### config.mk
export PLATFORM = sky130hd
export DESIGN_NAME = rtqs_cell
export DESIGN_NICKNAME = d
export VERILOG_FILES = /design/src/sv/rtqs_pkg.sv /design/src/sv/rtqs_cell.sv
export SDC_FILE = /design/constraint.sdc
export NUM_CORES = 2
export LEC_CHECK = 0
export BUFFER_PORTS_ARGS = -buffer_cell sky130_fd_sc_hd__clkbuf_2
export CAP_MARGIN = 40
export CORE_ASPECT_RATIO = 0.75
export CORE_MARGIN = 2
export CORE_UTILIZATION = 45
export DETAILED_ROUTE_END_ITERATION = 10
export PLACE_DENSITY = 0.67
export SLEW_MARGIN = 20
export SYNTH_ARGS = -nofsm -noshare
export SYNTH_HDL_FRONTEND = slang
export SYNTH_SLANG_ARGS = --single-unit
### constraint.sdc
create_clock -name clk -period 16.7 [get_ports clk]
set_clock_uncertainty 0.15 [all_clocks]
set_input_delay 2.505 -clock clk [delete_from_list [all_inputs] [get_ports clk]]
set_output_delay 2.505 -clock clk [all_outputs]
set_load 0.01 [all_outputs]
### src/sv/rtqs_pkg.sv
package rtqs_pkg;

  localparam int CAP    = 16;
  localparam int CB     = 16;
  localparam int DW     = CB + 1;
  localparam int AW     = 2 * DW;
  localparam int WW     = AW + 2;
  localparam int IDX_W  = $clog2(CAP);
  localparam int CNT_W  = $clog2(CAP + 1);

  typedef struct packed {
    logic signed [CB-1:0] min_x;
    logic signed [CB-1:0] min_y;
    logic signed [CB-1:0] max_x;
    logic signed [CB-1:0] max_y;
  } box_t;

  // best candidate travelling down the row of cells
  typedef struct packed {
    logic                 found;
    logic                 two;
    logic signed [WW-1:0] key;
    logic [IDX_W-1:0]     ia;
    logic [IDX_W-1:0]     ib;
    box_t                 ba;
    box_t                 bb;
  } pkt_t;

  // broadcast to every cell
  typedef struct packed {
    logic                 seed;
    logic [IDX_W-1:0]     probe;
    box_t                 x;
    box_t                 y;
    logic signed [WW-1:0] k;
  } ctl_t;

  function automatic box_t box_join(box_t a, box_t b);
    box_t r;
    r.min_x = (a.min_x < b.min_x) ? a.min_x : b.min_x;
    r.min_y = (a.min_y < b.min_y) ? a.min_y : b.min_y;
    r.max_x = (a.max_x > b.max_x) ? a.max_x : b.max_x;
    r.max_y = (a.max_y > b.max_y) ? a.max_y : b.max_y;
    return r;
  endfunction

  function automatic logic signed [AW-1:0] box_area(box_t b);
    logic signed [DW-1:0] dx;
    logic signed [DW-1:0] dy;
    logic signed [AW-1:0] p;
    dx = DW'(b.max_x) - DW'(b.min_x);
    dy = DW'(b.max_y) - DW'(b.min_y);
    p  = AW'(dx) * AW'(dy);
    return p;
  endfunction

endpackage

### src/sv/rtqs_cell.sv
module rtqs_cell (
  input  logic                                clk,
  input  logic                                wr_en,
  input  rtqs_pkg::box_t                      wr_box,
  input  logic signed [rtqs_pkg::AW-1:0]      wr_area,
  input  logic [rtqs_pkg::IDX_W-1:0]          my_idx,
  input  logic                                elig,
  input  rtqs_pkg::ctl_t                      ctl,
  input  rtqs_pkg::pkt_t                      pkt_in,
  output rtqs_pkg::pkt_t                      pkt_out,
  output rtqs_pkg::box_t                      box_o,
  output logic signed [rtqs_pkg::AW-1:0]      area_o
);

  rtqs_pkg::box_t                   box_r;
  logic signed [rtqs_pkg::AW-1:0]   area_r;
  logic signed [rtqs_pkg::WW-1:0]   key_r, key_nxt;
  logic                             neg_r;
  rtqs_pkg::pkt_t                   pkt_r, pkt_nxt;

  logic signed [rtqs_pkg::AW-1:0]   m1, m2;
  logic signed [rtqs_pkg::WW-1:0]   met, sub2;

  always_comb begin
    m1   = rtqs_pkg::box_area(rtqs_pkg::box_join(ctl.x, box_r));
    m2   = rtqs_pkg::box_area(rtqs_pkg::box_join(ctl.y, box_r));
    sub2 = ctl.seed ? rtqs_pkg::WW'(area_r) : rtqs_pkg::WW'(m2);
    met  = rtqs_pkg::WW'(m1) - sub2 + ctl.k;
    if (ctl.seed || !met[rtqs_pkg::WW-1]) begin
      key_nxt = met;
    end else begin
      key_nxt = -met;
    end
  end

  always_comb begin
    pkt_nxt = pkt_in;
    if (elig && (!pkt_in.found || key_r > pkt_in.key)) begin
      pkt_nxt.found = 1'b1;
      pkt_nxt.two   = !neg_r;
      pkt_nxt.key   = key_r;
      pkt_nxt.ia    = ctl.probe;
      pkt_nxt.ib    = my_idx;
      pkt_nxt.ba    = ctl.x;
      pkt_nxt.bb    = box_r;
    end
  end

  always_ff @(posedge clk) begin
    if (wr_en) begin
      box_r  <= wr_box;
      area_r <= wr_area;
    end
    key_r <= key_nxt;
    neg_r <= met[rtqs_pkg::WW-1];
    pkt_r <= pkt_nxt;
  end

  assign pkt_out = pkt_r;
  assign box_o   = box_r;
  assign area_o  = area_r;

endmodule

Word-level counts from Yosys, hierarchy flattened --
Cells that the tools add are included.
Word-level totals: bits in read-only memories 0, RAM bits 0, bits in latches 0, logic and storage cells 55, output and inout port bits 272, bits in registers 309, input bits 448, memories kept 0
Cells by class: muxes and demuxes 11, div/mod/pow operators 0, magnitude comparators 9, eq/ne operators 0, bitwise operators 0, shift operators 0, reductions and logical operators 6, multipliers 2, add/subtract/negate cells 7
Operators with widths (number):
- two-way mux 173 bit | 1
- two-way mux 16 bit | 8
- two-way mux 36 bit | 2
- multiplier 17 x 17 -> 34 bit | 2
- subtractor 16 x 16 -> 17 bit | 4
- > comparator 16 bit | 4
- < comparator 16 bit | 4
- adder 36 bit | 1
- > comparator 36 bit | 1
- negation 36 bit | 1
- subtractor 34 x 36 -> 36 bit | 1
- logical NOT 1 bit | 3
- logical OR 1 bit | 2
- logical AND 1 bit | 1

Longest topological paths before layout --
depth after elaboration 10, depth in mapped cells 73, depth with buffers taken out 68

Worst setup path before layout --
No wires, ideal clock.
path type input port to flip-flop, start input port ctl[53] (netlist bit), end register key_r[32] (netlist bit), cell stages on the path 67, required time 16.424 ns, arrival time 18.061 ns, slack -1.637 ns, path buffers 3, setup time 0.126 ns, cells stage by stage ha_1 > nor2b_1 > o21a_1 > o21a_1 > o21a_1 > o21a_1 > o21a_1 > o21a_1 > o21ai_0 > a41o_1 > clkbuf_1 > buf_2 > mux2i_1 > ha_1 > fa_1 > nor2b_1 > o21ai_0 > a21boi_0 > [... 31 more ...] > inv_1 > fa_1 > inv_1 > fa_1 > fa_1 > inv_1 > fa_1 > ha_1 > ha_1 > a21o_1 > a21o_1 > a21oi_1 > o211ai_1 > or3_1 > a311o_1 > nor3_2 > a31oi_1 > xor2_1
On the way: word-level cells in the longest chain between the ends 10, elaborated cells between the ends (all ways) 11, classes of those cells add/sub (4); mul (1); order compare (1); mux (3); reduce/logical (2)
Ends and longest elaborated chain:
- from (decl) | RTL line rtqs_cell.sv:8 | input rtqs_pkg::ctl_t ctl,
- > comparator 16 bit | RTL line rtqs_pkg.sv:42 | r.max_x = (a.max_x > b.max_x) ? a.max_x : b.max_x;
- two-way mux 16 bit * | RTL line rtqs_pkg.sv:42
- subtractor 16 x 16 -> 17 bit * | RTL line rtqs_pkg.sv:51 | dx = DW'(b.max_x) - DW'(b.min_x);
- multiplier 17 x 17 -> 34 bit * | RTL line rtqs_pkg.sv:53 | p = AW'(dx) * AW'(dy);
- two-way mux 36 bit * | RTL line rtqs_cell.sv:27 | sub2 = ctl.seed ? rtqs_pkg::WW'(area_r) : rtqs_pkg::WW'(m2);
- subtractor 34 x 36 -> 36 bit * | RTL line rtqs_cell.sv:28 | met = rtqs_pkg::WW'(m1) - sub2 + ctl.k;
- adder 36 bit * | RTL line rtqs_cell.sv:28
- parallel branches: the longest is 2 deep, another holds negation 36 bit
- two-way mux 36 bit * | RTL line rtqs_cell.sv:29 | if (ctl.seed || !met[rtqs_pkg::WW-1]) begin
- net key_nxt (one bit) | RTL line rtqs_cell.sv:17 | logic signed [rtqs_pkg::WW-1:0] key_r, key_nxt;
- to (signal assigned) | RTL line rtqs_cell.sv:54 | key_r <= key_nxt;
- to (decl) | RTL line rtqs_cell.sv:17
Mark *: on every way through the listed nets, which the timed path passes. A chain may end at the register's enable or synchronous reset.

Worst setup path after layout --
start input port ctl[53] (netlist bit), end register key_r[23] (netlist bit)
On the way: word-level cells in the longest chain between the ends 10, elaborated cells between the ends (all ways) 11, classes of those cells add/sub (4); mul (1); order compare (1); mux (3); reduce/logical (2)
Ends and longest elaborated chain:
- > comparator 16 bit | RTL line rtqs_pkg.sv:42
- two-way mux 16 bit * | RTL line rtqs_pkg.sv:42
- subtractor 16 x 16 -> 17 bit * | RTL line rtqs_pkg.sv:51
- multiplier 17 x 17 -> 34 bit * | RTL line rtqs_pkg.sv:53
- two-way mux 36 bit * | RTL line rtqs_cell.sv:27
- subtractor 34 x 36 -> 36 bit * | RTL line rtqs_cell.sv:28
- adder 36 bit * | RTL line rtqs_cell.sv:28
- net met (one bit) | RTL line rtqs_cell.sv:22 | logic signed [rtqs_pkg::WW-1:0] met, sub2;
- logical NOT 1 bit * | RTL line rtqs_cell.sv:29
- logical OR 1 bit * | RTL line rtqs_cell.sv:29
- two-way mux 36 bit * | RTL line rtqs_cell.sv:29
- net key_nxt (one bit) | RTL line rtqs_cell.sv:17
Mark *: on every way through the listed nets, which the timed path passes. The rest lies on a longest branch.

==> results.sh <==
export IMPL_hold_path_depth=1
export IMPL_finalSetupViolations=36
export IMPL_drtIter0Drc=3131
export IMPL_status="complete, but fails checks"
export IMPL_clock_sinks=309
export IMPL_initial_core_util=0.455
export IMPL_dp_hpwl_um=148000
export IMPL_fp_row_count=97
export IMPL_fmax_ghz=0.0577
export IMPL_worst_slew_pin_slew_ps=864
export IMPL_vias=37200
export IMPL_async_flop_share=0
export IMPL_place_ws_ps=-1750
export IMPL_final_setup_tns_ps=-18550
export IMPL_clkTransAtPathRegs_ps=60
export IMPL_die_y_um=270
export IMPL_max_stage_delay_ps=550
export IMPL_gp_congestion=1.06
export IMPL_clock_root_buffer="clkbuf_16"
export IMPL_route_met2_wl_um=69400
export IMPL_synth_edff_count=98
export IMPL_clk_path_buf_depth=3
export IMPL_synth_flop_cell="dfxtp_1"
export IMPL_min_delay_worst_endpoint="pkt_out[172]$_DFF_P_"
export IMPL_die_area_um2=97100
export IMPL_seq_area_frac_synth=0.168
export IMPL_numPlacedInstances=6819
export IMPL_firstDrtPassIters=5
export IMPL_grt_max_degree=65
export IMPL_hp_class="register to register"
export IMPL_hold_buffers=0
export IMPL_startpoint_type="input port"
export IMPL_rr_endpoint="key_r[23]$_DFF_P_"
export IMPL_fin_cells=6968
export IMPL_drive_above_1_share=0.349
export IMPL_setup_ws_ps=-621
export IMPL_wirelength_um=170000
export IMPL_pin_count=720
export IMPL_avgRoutedWirePerCell_um=24.4
export IMPL_worstSkewPairLatency_ps=600
export IMPL_cp_arrival_ps=17650
export IMPL_port_buffers=719
export IMPL_syn_to_final_growth_pct=31.0
export IMPL_rsz0062_at_grt="yes"
export IMPL_fin_nets=7237
export IMPL_top_layer="met5"
export IMPL_ant_nets=0
export IMPL_hp_start="neg_r$_DFF_P_"
export IMPL_synthesis_nets=5910
export IMPL_antenna_found_initial=26
export IMPL_cp_slowest_cell="fa_1"
export IMPL_synth_warnings=0
export IMPL_core_area_um2=93600
export IMPL_synth_cell_type_count=85
export IMPL_hold_violations=0
export IMPL_cts_tree="yes"
export IMPL_gr_total_overflow=0
export IMPL_grt_pass1_wl_um=243000
export IMPL_die_w_um=359
export IMPL_period_minus_slack_ps=17320
export IMPL_avgSynthCellArea_um2=9.75
export IMPL_track_usage=0.342
export IMPL_htreeDepth=2
export IMPL_path_class="input port to register"
export IMPL_cpMostUsedCell="fa_1"
export IMPL_cp_end_kind="register"
export IMPL_rr_worst_depth=67
export IMPL_r2r_start="box_o[17]$_DFFE_PP_"
export IMPL_ys_ff_latch=309
export IMPL_crit_path_max_fanout=8
export IMPL_critPathRequiredTime_ps=17030
export IMPL_drc=0
export IMPL_route_met3_wl_um=19200
export IMPL_cts_made_buffers=35
export IMPL_synthCells=4367
export IMPL_grt_pass1_vias=37000
export IMPL_finalCritPeriodShare=1.04
export IMPL_drv_slew=0
export IMPL_max_slew_margin=0.421
export IMPL_wl_met1_um=75500
export IMPL_violations="setup timing"
export IMPL_drv_cap=0
export IMPL_regToRegSetupSlack_ps=660
export IMPL_routed_via_density=5.34
export IMPL_syn_area_um2=42600
==> cell families after synthesis <==
kind of cell / after synthesis / synth area share
AO/OA/AOI/OAI: 493 / 0.0775
adder cells (fa/ha/maj): 1095 / 0.440
XOR/XNOR: 169 / 0.0348
AND/OR/NAND/NOR: 1032 / 0.113
buffers and inverters: 951 / 0.0848
flip-flops: 309 / 0.168
multiplexers: 318 / 0.0819
==> Yosys cell counts (all sizes together) (5+ instances only) <==
cell type / number / share of area
a31oi: 27 / 0.0040
fa: 669 / 0.31
a211oi: 19 / 0.0035
nand3: 54 / 0.0063
a311o: 5 / 0.0012
and2: 42 / 0.0062
nor3: 46 / 0.0055
xor2: 59 / 0.012
o21a: 42 / 0.0074
xnor2: 110 / 0.023
a221oi: 6 / 0.0018
nor2: 281 / 0.025
buf: 21 / 0.0028
ha: 426 / 0.13
and3: 27 / 0.0041
nand2: 357 / 0.031
inv: 825 / 0.073
o21ai: 70 / 0.0083
nor4: 7 / 0.0012
o21bai: 17 / 0.0030
mux2: 242 / 0.064
or2: 21 / 0.0031
o31ai: 10 / 0.0019
a211o: 8 / 0.0016
a21boi: 12 / 0.0021
o22ai: 7 / 0.0010
a21oi: 143 / 0.017
nand4: 30 / 0.0044
and4: 5 / 0.0010
nor2b: 53 / 0.0078
a2111oi: 5 / 0.0015
mux2i: 76 / 0.018
or3: 17 / 0.0026
dfxtp: 211 / 0.099
a41oi: 7 / 0.0014
a21o: 67 / 0.012
edfxtp: 98 / 0.069
o211ai: 14 / 0.0026
nand2b: 76 / 0.011
clkbuf: 105 / 0.0093
o31a: 5 / 0.0010
==> repair_timing <==
item                                    4_1_cts  5_1_grt
pin swaps                                    61      140
gates resized for setup                      69      215
gates cloned                                  0        3
setup buffers                                28       43
endpoints found under the setup margin       36       36
==> how the worst max path moves through the flow <==
stage | start | end | slack, ps | depth (start not counted)
after detailed placement | ctl[53] | key_r[32]$_DFF_P_ | -1750 | 65
after CTS | ctl[53] | key_r[30]$_DFF_P_ | -550 | 71
after floorplan | ctl[85] | key_r[32]$_DFF_P_ | -400 | 64
after global placement | ctl[53] | key_r[32]$_DFF_P_ | -1540 | 68
after global routing | ctl[53] | key_r[23]$_DFF_P_ | -1070 | 70
final | ctl[53] | key_r[23]$_DFF_P_ | -620 | 67
==> placed cells by master, fill, tap and decap left out, types with 19 or more instances in the layout <==
master     count
inv_1        807
clkbuf_2     718
fa_1         656
buf_4        627
ha_1         395
nand2_1      335
nor2_1       263
mux2_2       236
dfxtp_1      211
a21oi_1      100
xnor2_1       99
edfxtp_1      98
mux2i_1       74
nand2b_1      73
a21o_1        67
xor2_1        54
nor2b_1       51
nand3_1       50
nor3_1        43
o21ai_0       40
and2_1        38
clkbuf_16     38
buf_6         38
o21a_1        37
a21oi_2       35
nand4_1       30
ha_4          29
and3_1        22
or2_2         19
==> worst max-delay path: cells and delay by family <==
| family | cells | cell delay, ps |
|---|---|---|
| compound gates | 27 | 5310 |
| xor+xnor | 2 | 270 |
| mux | 1 | 340 |
| buf+inv | 15 | 1450 |
| fa+ha+maj | 17 | 7170 |
| simple gates | 5 | 560 |
==> layer usage <==
| layer | vias to the layer above | GRT usage |
|---|---|---|
| met5 | - | 0 |
| met4 | 12 | 0.110 |
| met3 | 172 | 0.107 |
| met2 | 1711 | 0.476 |
| met1 | 18600 | 0.501 |
| li1 | 16700 | - |
==> layout make-up <==
class | instances | area [um^2]
antenna | 11 | 27.5
clock buffer | 52 | 971
clock inverter | 11 | 96.3
fill | 8153 | 37800
inverter | 825 | 3100
multi-input combinational | 3107 | 33500
sequential | 309 | 7170
tap | 1237 | 1550
timing repair buffer | 1416 | 9340
==> flip-flops by register name (all words and copies together) (netlist names) <==
name / cells
area_o: 34
pkt_out: 174
key_r: 36
box_o: 64
neg_r: 1
==> per-stage QoR <==
stage / hold slack [ps] / cell area (um^2) / util
after global routing: 324 / 55800 / 0.596
after global placement: 283 / 52600 / 0.562
after CTS: 318 / 54300 / 0.581
after detailed placement: 299 / 52700 / 0.563
final: 313 / 55800 / 0.596
after floorplan: 241 / 43300 / -
Power is not shown: default switching activity piles up to over one toggle a cycle in this logic, so the estimate is an artifact.
